--- config.mk ---
export PLATFORM = sky130hd
export DESIGN_NAME = sha1_message_hasher
export DESIGN_NICKNAME = d
export VERILOG_FILES = /design/src/hw/rtl/sha1mh_pkg.sv /design/src/hw/rtl/sha1_message_hasher.sv /design/src/hw/rtl/sha1mh_msgbuf.sv /design/src/hw/rtl/sha1mh_round.sv
export SDC_FILE = /design/constraint.sdc
export NUM_CORES = 2
export LEC_CHECK = 0
export BUFFER_PORTS_ARGS = -buffer_cell sky130_fd_sc_hd__buf_2
export CORE_MARGIN = 5
export CORE_UTILIZATION = 55
export DETAILED_ROUTE_END_ITERATION = 10
export PLACE_DENSITY = 0.71
export SYNTH_ARGS = -nofsm -noshare
export SYNTH_HDL_FRONTEND = slang
export SYNTH_SLANG_ARGS = --single-unit
--- constraint.sdc ---
create_clock -name clk -period 22.6 [get_ports clk]
set_input_delay 3.39 -clock clk [delete_from_list [all_inputs] [get_ports clk]]
set_output_delay 3.39 -clock clk [all_outputs]
set_load 0.03 [all_outputs]
--- src/hw/rtl/sha1mh_pkg.sv ---
package sha1mh_pkg;

    localparam int WORD_W     = 32;
    localparam int NUM_WORDS  = 5;
    localparam int BLOCK_W    = 512;
    localparam int POS_W      = 6;
    localparam int COUNT_W    = 64;
    localparam int ROUND_W    = 7;
    localparam int IDX_W      = 3;
    localparam int NUM_ROUNDS = 80;

    localparam logic [POS_W-1:0]   POS_LAST   = 6'd63;
    localparam logic [POS_W-1:0]   POS_LENGTH = 6'd56;
    localparam logic [ROUND_W-1:0] ROUND_LAST = 7'(NUM_ROUNDS - 1);
    localparam logic [IDX_W-1:0]   IDX_LAST   = 3'(NUM_WORDS - 1);
    localparam logic [7:0]         PAD_MARK   = 8'h80;
    localparam logic [COUNT_W-1:0] BITS_PER_BYTE = 64'd8;

    localparam logic [WORD_W-1:0] H_INIT [NUM_WORDS] = '{
        32'h67452301, 32'hEFCDAB89, 32'h98BADCFE, 32'h10325476, 32'hC3D2E1F0
    };

    typedef struct packed {
        logic [7:0] data_byte;
        logic       carries_byte;
        logic       end_of_message;
    } msg_item_t;

    typedef struct packed {
        logic [WORD_W-1:0] digest_word;
        logic [IDX_W-1:0]  word_index;
        logic              last_word;
    } digest_item_t;

    typedef enum logic [2:0] {
        ST_IDLE,
        ST_ROUND,
        ST_FINAL,
        ST_PAD,
        ST_OUT
    } seq_state_t;

    typedef enum logic [1:0] {
        PH_CHOOSE,
        PH_PARITY_LO,
        PH_MAJORITY,
        PH_PARITY_HI
    } rnd_phase_t;

    typedef struct packed {
        logic       step;
        rnd_phase_t phase;
        logic       finish;
        logic       rotate;
        logic       reinit;
    } rnd_ctl_t;

    function automatic logic [WORD_W-1:0] sha1mh_f(
        input rnd_phase_t        ph,
        input logic [WORD_W-1:0] b,
        input logic [WORD_W-1:0] c,
        input logic [WORD_W-1:0] d
    );
        logic [WORD_W-1:0] res;
        unique case (ph)
            PH_CHOOSE:   res = (b & c) | (~b & d);
            PH_MAJORITY: res = (b & c) | (b & d) | (c & d);
            default:     res = b ^ c ^ d;
        endcase
        return res;
    endfunction

    function automatic logic [WORD_W-1:0] sha1mh_k(input rnd_phase_t ph);
        logic [WORD_W-1:0] res;
        unique case (ph)
            PH_CHOOSE:    res = 32'h5A827999;
            PH_PARITY_LO: res = 32'h6ED9EBA1;
            PH_MAJORITY:  res = 32'h8F1BBCDC;
            default:      res = 32'hCA62C1D6;
        endcase
        return res;
    endfunction

endpackage

--- src/hw/rtl/sha1_message_hasher.sv ---
// a transaction carrying a byte is taken while idle; the 64th byte of a block
// starts the 80 rounds of the single round unit, followed by the chaining add
// end of message: padding bytes at one a cycle, one or two compressions,
// then five digest words, one a cycle when not stalled
// new message transactions are stalled while a block is compressed or padded and while the digest is out
// reset (asynchronous, active low) restores the initial chaining words and empties the message
module sha1_message_hasher
    import sha1mh_pkg::*;
(
    input  logic         clk,
    input  logic         rst_n,
    input  logic         msg_valid,
    output logic         msg_stall,
    input  msg_item_t    msg,
    output logic         digest_valid,
    input  logic         digest_stall,
    output digest_item_t digest
);

    seq_state_t           state_reg, state_next;
    logic [POS_W-1:0]     pos_reg, pos_next;
    logic [COUNT_W-1:0]   count_reg, count_next;
    logic [ROUND_W-1:0]   round_reg, round_next;
    logic [IDX_W-1:0]     idx_reg, idx_next;
    logic                 pad_reg, pad_next;
    logic                 mark_reg, mark_next;
    logic                 len_reg, len_next;

    logic                 msg_take;
    logic                 digest_take;
    logic                 load_en;
    logic [7:0]           load_byte;
    logic [7:0]           pad_byte;
    logic                 len_byte;
    logic                 sched_en;
    rnd_ctl_t             ctl;
    logic [WORD_W-1:0]    sched_word;
    logic [WORD_W-1:0]    head_word;

    assign msg_take    = msg_valid && !msg_stall;
    assign digest_take = digest_valid && !digest_stall;

    assign len_byte = mark_reg && (len_reg || pos_reg == POS_LENGTH);
    assign pad_byte = !mark_reg ? PAD_MARK : (len_byte ? count_reg[COUNT_W-1 -: 8] : 8'h00);

    always_comb
    begin
        state_next = state_reg;
        unique case (state_reg)
            ST_IDLE:
            begin
                if (msg_valid)
                begin
                    if (msg.carries_byte && pos_reg == POS_LAST)
                    begin
                        state_next = ST_ROUND;
                    end
                    else if (msg.end_of_message)
                    begin
                        state_next = ST_PAD;
                    end
                end
            end
            ST_ROUND:
            begin
                if (round_reg == ROUND_LAST)
                begin
                    state_next = ST_FINAL;
                end
            end
            ST_FINAL:
            begin
                if (pad_reg)
                begin
                    state_next = len_reg ? ST_OUT : ST_PAD;
                end
                else
                begin
                    state_next = ST_IDLE;
                end
            end
            ST_PAD:
            begin
                if (pos_reg == POS_LAST)
                begin
                    state_next = ST_ROUND;
                end
            end
            ST_OUT:
            begin
                if (!digest_stall && idx_reg == IDX_LAST)
                begin
                    state_next = ST_IDLE;
                end
            end
            default:
            begin
                state_next = ST_IDLE;
            end
        endcase
    end

    always_comb
    begin
        msg_stall    = 1'b1;
        digest_valid = 1'b0;
        load_en      = 1'b0;
        load_byte    = msg.data_byte;
        sched_en     = 1'b0;
        ctl          = '0;
        if (round_reg < 7'd20)
        begin
            ctl.phase = PH_CHOOSE;
        end
        else if (round_reg < 7'd40)
        begin
            ctl.phase = PH_PARITY_LO;
        end
        else if (round_reg < 7'd60)
        begin
            ctl.phase = PH_MAJORITY;
        end
        else
        begin
            ctl.phase = PH_PARITY_HI;
        end
        unique case (state_reg)
            ST_IDLE:
            begin
                msg_stall = 1'b0;
                load_en   = msg_valid && msg.carries_byte;
            end
            ST_ROUND:
            begin
                sched_en = 1'b1;
                ctl.step = 1'b1;
            end
            ST_FINAL:
            begin
                ctl.finish = 1'b1;
            end
            ST_PAD:
            begin
                load_en   = 1'b1;
                load_byte = pad_byte;
            end
            ST_OUT:
            begin
                digest_valid = 1'b1;
                ctl.rotate   = !digest_stall;
                ctl.reinit   = !digest_stall && idx_reg == IDX_LAST;
            end
            default:
            begin
                msg_stall = 1'b1;
            end
        endcase
    end

    always_comb
    begin
        pos_next   = pos_reg;
        count_next = count_reg;
        round_next = '0;
        idx_next   = idx_reg;
        pad_next   = pad_reg;
        mark_next  = mark_reg;
        len_next   = len_reg;
        if (load_en)
        begin
            pos_next = pos_reg + 6'd1;
        end
        if (msg_take && msg.carries_byte)
        begin
            count_next = count_reg + BITS_PER_BYTE;
        end
        if (msg_take && msg.end_of_message)
        begin
            pad_next = 1'b1;
        end
        if (state_reg == ST_ROUND)
        begin
            round_next = round_reg + 7'd1;
        end
        if (state_reg == ST_PAD)
        begin
            mark_next = 1'b1;
            if (len_byte)
            begin
                len_next   = 1'b1;
                count_next = {count_reg[COUNT_W-9:0], 8'h00};
            end
        end
        if (digest_take)
        begin
            idx_next = idx_reg + 3'd1;
        end
        if (ctl.reinit)
        begin
            pos_next   = '0;
            count_next = '0;
            idx_next   = '0;
            pad_next   = 1'b0;
            mark_next  = 1'b0;
            len_next   = 1'b0;
        end
    end

    always_ff @(posedge clk or negedge rst_n)
    begin
        if (!rst_n)
        begin
            state_reg <= ST_IDLE;
            pos_reg   <= '0;
            count_reg <= '0;
            round_reg <= '0;
            idx_reg   <= '0;
            pad_reg   <= 1'b0;
            mark_reg  <= 1'b0;
            len_reg   <= 1'b0;
        end
        else
        begin
            state_reg <= state_next;
            pos_reg   <= pos_next;
            count_reg <= count_next;
            round_reg <= round_next;
            idx_reg   <= idx_next;
            pad_reg   <= pad_next;
            mark_reg  <= mark_next;
            len_reg   <= len_next;
        end
    end

    assign digest.digest_word = head_word;
    assign digest.word_index  = idx_reg;
    assign digest.last_word   = idx_reg == IDX_LAST;

    sha1mh_msgbuf u_msgbuf (
        .clk        (clk),
        .load_en    (load_en),
        .load_byte  (load_byte),
        .sched_en   (sched_en),
        .sched_word (sched_word)
    );

    sha1mh_round u_round (
        .clk        (clk),
        .rst_n      (rst_n),
        .ctl        (ctl),
        .sched_word (sched_word),
        .head_word  (head_word)
    );

endmodule

--- src/hw/rtl/sha1mh_msgbuf.sv ---
module sha1mh_msgbuf
    import sha1mh_pkg::*;
(
    input  logic              clk,
    input  logic              load_en,
    input  logic [7:0]        load_byte,
    input  logic              sched_en,
    output logic [WORD_W-1:0] sched_word
);

    logic [BLOCK_W-1:0] buf_reg;
    logic [BLOCK_W-1:0] buf_next;
    logic [WORD_W-1:0]  mix;
    logic [WORD_W-1:0]  new_word;

    // window holds w[t..t+15], word 0 at the top
    assign sched_word = buf_reg[BLOCK_W-1 -: WORD_W];
    assign mix = buf_reg[BLOCK_W-1-13*WORD_W -: WORD_W]
               ^ buf_reg[BLOCK_W-1-8*WORD_W -: WORD_W]
               ^ buf_reg[BLOCK_W-1-2*WORD_W -: WORD_W]
               ^ buf_reg[BLOCK_W-1 -: WORD_W];
    assign new_word = {mix[WORD_W-2:0], mix[WORD_W-1]};

    always_comb
    begin
        buf_next = buf_reg;
        if (load_en)
        begin
            buf_next = {buf_reg[BLOCK_W-9:0], load_byte};
        end
        else if (sched_en)
        begin
            buf_next = {buf_reg[BLOCK_W-WORD_W-1:0], new_word};
        end
    end

    always_ff @(posedge clk)
    begin
        buf_reg <= buf_next;
    end

endmodule

--- src/hw/rtl/sha1mh_round.sv ---
module sha1mh_round
    import sha1mh_pkg::*;
(
    input  logic              clk,
    input  logic              rst_n,
    input  rnd_ctl_t          ctl,
    input  logic [WORD_W-1:0] sched_word,
    output logic [WORD_W-1:0] head_word
);

    logic [WORD_W-1:0] h_reg [NUM_WORDS];
    logic [WORD_W-1:0] h_next [NUM_WORDS];
    logic [WORD_W-1:0] v_reg [NUM_WORDS];
    logic [WORD_W-1:0] v_next [NUM_WORDS];
    logic [WORD_W-1:0] t_sum;

    // working words a..e sit in v_reg[0..4]
    assign t_sum = {v_reg[0][WORD_W-6:0], v_reg[0][WORD_W-1 -: 5]}
                 + sha1mh_f(ctl.phase, v_reg[1], v_reg[2], v_reg[3])
                 + v_reg[4] + sha1mh_k(ctl.phase) + sched_word;

    assign head_word = h_reg[0];

    always_comb
    begin
        h_next = h_reg;
        v_next = v_reg;
        if (ctl.reinit)
        begin
            for (int i = 0; i < NUM_WORDS; i++)
            begin
                h_next[i] = H_INIT[i];
                v_next[i] = H_INIT[i];
            end
        end
        else if (ctl.step)
        begin
            v_next[0] = t_sum;
            v_next[1] = v_reg[0];
            v_next[2] = {v_reg[1][1:0], v_reg[1][WORD_W-1:2]};
            v_next[3] = v_reg[2];
            v_next[4] = v_reg[3];
        end
        else if (ctl.finish)
        begin
            for (int i = 0; i < NUM_WORDS; i++)
            begin
                h_next[i] = h_reg[i] + v_reg[i];
                v_next[i] = h_reg[i] + v_reg[i];
            end
        end
        else if (ctl.rotate)
        begin
            for (int i = 0; i < NUM_WORDS - 1; i++)
            begin
                h_next[i] = h_reg[i+1];
            end
            h_next[NUM_WORDS-1] = h_reg[0];
        end
    end

    always_ff @(posedge clk or negedge rst_n)
    begin
        if (!rst_n)
        begin
            for (int i = 0; i < NUM_WORDS; i++)
            begin
                h_reg[i] <= H_INIT[i];
                v_reg[i] <= H_INIT[i];
            end
        end
        else
        begin
            h_reg <= h_next;
            v_reg <= v_next;
        end
    end

endmodule

### Word-level counts from Yosys, hierarchy flattened

Cells that the tools add are included.

| storage, ports and cells | value |
|---|---|
| register bits | 918 |
| output and inout port bits | 38 |

| operators by class | value |
|---|---|
| add/sub/neg operators | 13 |
| magnitude comparators | 3 |
| equal/unequal tests | 16 |
| multiplexer cells | 48 |
| bitwise logic cells | 13 |
| reductions and logical operators | 23 |

Operator list:

| cell | number |
|---|---|
| 160-bit 2-to-1 mux | 7 |
| 512-bit 2-to-1 mux | 2 |
| 32-bit adder | 9 |
| 64-bit 2-to-1 mux | 4 |
| 32-bit XOR | 5 |
| 32-bit AND | 4 |
| 32-bit bitwise OR | 3 |
| 32-bit one-hot mux with 3 select lines | 1 |
| 64-bit by 4-bit adder with 64-bit output (second input constant) | 1 |
| 32-bit one-hot mux with 2 select lines | 1 |
| 32-bit NOT | 1 |
| 3-bit 2-to-1 mux | 10 |
| 8-bit 2-to-1 mux | 3 |
| 3-bit one-hot mux with 5 select lines | 1 |
| 7-bit by 6-bit < comparator with 1-bit output (second input constant) | 2 |
| 6-bit equality test (second input constant) | 2 |
| 1-bit 2-to-1 mux | 12 |
| 6-bit 2-to-1 mux | 2 |
| 2-bit nonzero test | 6 |
| 1-bit logical AND | 8 |
| 2-bit != test (second input constant) | 4 |
| 7-bit by 1-bit adder with 7-bit output (second input constant) | 1 |
| 7-bit equality test (second input constant) | 1 |
| 7-bit by 5-bit < comparator with 1-bit output (second input constant) | 1 |
| 19 further kinds | 25 |

### Longest topological paths before layout

| logic depth | value |
|---|---|
| depth after elaboration | 12 |
| mapped depth | 32 |
| depth with buffers taken out | 28 |

### By module

A second synthesis with hierarchy kept.

| second synthesis, totals | value |
|---|---|
| cell total of the unflattened synthesis | 5,109 |
| area total of the unflattened synthesis | 56,205.2 µm² |

By module, submodules not included:

| module | instances | cells each | area an instance (µm²) | seq. area each (µm²) |
|---|---|---|---|---|
| sha1mh_round | 1 | 3,316 | 28,148.2 | 8,207.9 |
| sha1mh_msgbuf | 1 | 1,246 | 23,251.0 | 15,374.7 |
| sha1_message_hasher | 1 | 547 | 4,805.9 | 2,077.0 |

### Least setup slack after synthesis

Ideal clock, no wire load.

| timing path | value |
|---|---|
| path kind | input-to-reg |
| start point | input port msg_valid |
| end point | register u_msgbuf.buf_reg[0] (enable) |
| setup time | 3,695 ps |
| arrival | 11,816 ps |
| data required time | 18,905 ps |
| slack | 7,089 ps |
| stages on the path | 2 |
| cells stage by stage | nand3_2 > nand2_1 |

| between the ends | value |
|---|---|
| word-level cells in the longest chain between the ends | 3 |

RTL lines:

| element | RTL line | source |
|---|---|---|
| start, declared | sha1_message_hasher.sv:12 | `input logic msg_valid,` |
| 1-bit logical AND | sha1_message_hasher.sv:131 | `load_en = msg_valid && msg.carries_byte;` |
| 1-bit one-hot mux with 2 select lines | sha1_message_hasher.sv:127 | `unique case (state_reg)` |
| 2-bit nonzero test (no line) | n/a |  |
| end signal, assigned | sha1mh_msgbuf.sv:39 | `buf_reg <= buf_next;` |
| end, declared | sha1mh_msgbuf.sv:11 | `logic [BLOCK_W-1:0] buf_reg;` |

Every way passes these cells.
A chain may end at the register's enable or synchronous reset.

### Worst setup path in the final report

| timing path | value |
|---|---|
| start point | register round_reg[5] |
| end point | register u_round.v_reg[159] (netlist name) |

| between the ends | value |
|---|---|
| word-level cells in the longest chain between the ends | 12 |

RTL lines:

| element | RTL line | source |
|---|---|---|
| start, declared | sha1_message_hasher.sv:23 | `logic [ROUND_W-1:0] round_reg, round_next;` |
| start signal, assigned | sha1_message_hasher.sv:227 | `round_reg <= round_next;` |
| 7-bit by 6-bit < comparator with 1-bit output | sha1_message_hasher.sv:119 | `else if (round_reg < 7'd60)` |
| 1-bit 2-to-1 mux | sha1_message_hasher.sv:119 |  |
| 2-bit 2-to-1 mux | sha1_message_hasher.sv:115 | `else if (round_reg < 7'd40)` |
| 2-bit 2-to-1 mux (*) | sha1_message_hasher.sv:111 | `if (round_reg < 7'd20)` |
| 2-bit equality test / 2-bit zero test (equally long branches) | sha1mh_pkg.sv:65, sha1mh_pkg.sv:75 |  |
| 32-bit one-hot mux with 2 select lines | sha1mh_pkg.sv:65 | `unique case (ph)` |
| 32-bit adder | sha1mh_round.sv:19 | `+ sha1mh_f(ctl.phase, v_reg[1], v_reg[2], v_reg[3])` |
| 32-bit adder | sha1mh_round.sv:20 | `+ v_reg[4] + sha1mh_k(ctl.phase) + sched_word;` |
| 32-bit adder (*) (2 in a row) | sha1mh_round.sv:20 |  |
| 160-bit 2-to-1 mux (*) | sha1mh_round.sv:36 | `else if (ctl.step)` |
| 160-bit 2-to-1 mux (*) | sha1mh_round.sv:28 | `if (ctl.reinit)` |
| end signal, assigned by index | sha1mh_round.sv:69 | `v_reg[i] <= H_INIT[i];` |
| end signal, assigned | sha1mh_round.sv:75 | `v_reg <= v_next;` |
| end, declared | sha1mh_round.sv:13 | `logic [WORD_W-1:0] v_reg [NUM_WORDS];` |

Every way passes the cells marked *; elsewhere a longest branch is shown, timed or not.

==> metrics.yaml <==
register_area_um2: 25660
drtPass1Iterations: 6
globalRouteTotalUtil: 0.2811
layout_worst_path_cycle_share: 0.3931
final_util: 0.6003
drv_slew: 0
rr_startpoint: "round_reg[5]$_DFF_PN0_"
cts_resized: 0
syn_area_per_cell_um2: 9.173
top_level_ports: 52
detail_route.iter0.violations: 4477
critical_path_peak_fanout: 55
die-area_um2: 106100
mappedNetlistNets: 6320
start_kind: "register"
worst_pin_slew_ns: 1.183
overflow: 0
skew_ns: 0.05780
timing.final.hold_violations: 0
floorplan.rows: 115
postSynth.asyncResetShare: 0.4404
outcome: "completed"
critical_path_required_ns: 23.16
num_vias: 43760
number_of_setup_buffers_added_after_cts: 0
synthesis.instances: 5979
drtAntennaViolNets: 0
post_synth_num_cell_types: 86
initial_utilization: 0.5556
vias_in_the_first_global_route: 42190
worstHoldStart: "round_reg[0]$_DFF_PN0_"
min_tclk_post_route_ns: 8.885
grt_start_max_net_pins: 235
detailed_place.area_um2: 55820
setup_total_negative_slack_ns: 0
clk-insertion-delay-late_ns: 0.72
worstSetupPathType: "register to register"
grt_setup_unrepaired: "false"
cts-hold-fix-buffers: 0
synthesis.yosys.warnings: 0
synth-edff-count: 512
num-nets-final: 6173
clock_tree_from_tritoncts: "built"
fillers: 8342
port_buffers: 51
placeableCoreArea_um2: 98710
timing.final.setup_violations: 0
dp_hpwl_um: 104200
critical_path.startpoint: "round_reg[5]$_DFF_PN0_"
numCtsBuffers: 100
clkTransAtPathRegs_ns: 0.06
routabilityCongestion: 0.9504
layout_cell_share_with_drive_strength_beyond_1: 0.08214
number_of_h_tree_branching_levels: 3
multi_input_comb_area_um2: 26620
remaining_design_rule_violation_count: 0
endpoint_kind: "register"
first_pass_grt_wire_length_um: 239600
max_cap_viol_count: 0
flow.area_growth_from_synthesis_pct: 8.039
grt_antenna_before_repair: 0
totalWireLength_um: 153500
worst_hold_path_type: "register to register"
max_slew_margin: 0.2115
largest_register_ffs: 512
cts-root-buf: "clkbuf_16"
leading_register_cell_type_out_of_synthesis: "edfxtp_1"
synth_seq_cells: 915
cts_num_sinks: 915
chipWidth_um: 325.8
fmaxAchievable_mhz: 112.6
antenna_cells_inserted: 0
die_height_um: 325.8
post_drt_wl_per_cell_um: 21.31
timing.critical_path.arrival_ns: 9.44
synth-seq-area-share: 0.4678
final_cell_area_um2: 59260
viasPerCell: 6.074
clockBufferDepth: 3
synth_area_um2: 54850
==> per-stage QoR <==
stage                     hold WS [ns]  std cells  worst slack, ns
after global placement          0.4531       7017            14.15
after detailed placement        0.4598       7017            13.93
after global routing            0.5089       7204            13.40
final                           0.4586       7204            13.72
after CTS                       0.4672       7204            13.86
after floorplan                 0.4251       5979            7.089
==> per-layer routing <==
layer | wire length [um] | global-route usage
met3 | 10570 | 0.04506
met1 | 63800 | 0.3797
met4 | 8299 | 0.1296
met5 | 0 | 0
met2 | 70850 | 0.4499
==> worst max-delay path: stages, from the launching register on <==
cell and delay (ns):
dfrtp_1 0.45, inv_1 0.11, maj3_1 0.38, a221o_2 0.39, buf_4 0.31, inv_1 0.65, ha_1 0.84, clkinv_1 0.67
buf_4 0.41, o221a_2 0.29, a21oi_1 0.18, fa_1 0.46, fa_1 0.49, inv_1 0.05, fa_1 0.50, inv_1 0.05
ha_1 0.36, and3_1 0.23, nand3_1 0.13, nor4_1 0.35, a21oi_1 0.17, a31oi_1 0.31, a21oi_1 0.19, a21oi_1 0.20
a31oi_1 0.12, and3_1 0.18, a211o_1 0.25
==> cell type report <==
type                    count  share of cell area
clock inverters            52             0.01168
multi-input cells        4384              0.4492
flip-flops and latches    915              0.4330
inverters                 330             0.02090
well taps                1287             0.02718
clock buffers             135             0.04633
repair buffers            101             0.01166
==> logic make-up after synthesis <==
logic type | after synthesis | share of synthesized area
mux | 38 | 0.007026
buf+inv | 680 | 0.04886
fa+ha+maj | 328 | 0.09189
compound gates | 1329 | 0.1559
xor+xnor | 330 | 0.05283
flops | 915 | 0.4678
simple gates | 2359 | 0.1757
==> cell usage after synthesis (27+ instances only) <==
cell | instances | area [um^2]
a211oi_1 | 89 | 668.1
a21o_1 | 112 | 840.8
a21oi_1 | 339 | 1697
a221oi_1 | 53 | 464.2
a22oi_1 | 27 | 202.7
a31oi_1 | 39 | 244.0
and3_1 | 46 | 287.8
buf_4 | 32 | 240.2
clkbuf_1 | 290 | 1089
dfrtp_1 | 243 | 6081
dfstp_2 | 160 | 4204
edfxtp_1 | 512 | 15370
fa_1 | 125 | 2502
ha_1 | 202 | 2527
inv_1 | 329 | 1235
mux2i_1 | 34 | 340.3
nand2_1 | 1730 | 6494
nand2b_1 | 38 | 237.7
nand3_1 | 67 | 335.3
nand4_1 | 31 | 193.9
nor2_1 | 293 | 1100
nor3_1 | 45 | 225.2
o211ai_1 | 49 | 367.9
o21ai_0 | 343 | 1717
o221ai_1 | 37 | 324.1
o22ai_1 | 52 | 325.3
or3_1 | 27 | 168.9
xnor2_1 | 202 | 1769
xor2_1 | 127 | 1112
==> worst paths after layout <==
check / slack (ns) / endpoint / depth (start not counted)
worst max-delay path: 13.72 / u_round.v_reg[159]$_DFFE_PN0P_ / 26
worst min-delay path: 0.46 / round_reg[0]$_DFF_PN0_ / 1
worst max register to register: 13.72 / u_round.v_reg[159]$_DFFE_PN0P_ / 26
worst min register to register: 0.46 / round_reg[0]$_DFF_PN0_ / 1
max in group asynchronous: 16.91 / count_reg[57]$_DFF_PN0_ / 4
min in group asynchronous: 2.77 / u_round.h_reg[106]$_DFFE_PN0P_ / 1
==> placed cells by master, fill, tap and decap left out, types with 18 or more instances in the layout <==
cell	instances
nand2_1	1724
edfxtp_1	512
o21ai_0	343
a21oi_1	338
inv_1	328
nor2_1	289
dfrtp_1	243
xnor2_1	202
ha_1	202
dfstp_2	160
xor2_1	127
fa_1	125
a21o_1	111
clkbuf_16	101
a211oi_1	89
nand3_1	67
a221oi_1	53
o22ai_1	52
buf_2	50
o211ai_1	49
and3_1	46
buf_4	46
nor3_1	44
a31oi_1	39
nand2b_1	37
o221ai_1	37
mux2i_1	34
nand4_1	31
a22oi_1	27
or3_1	26
clkbuf_1	25
nor2b_1	23
o21a_1	22
o221a_2	20
o31ai_1	19
o21bai_1	19
a221o_1	18
Power is left out: the tool's default activity adds up to more than one toggle a clock period on the data nets, which glitch-free logic cannot reach.
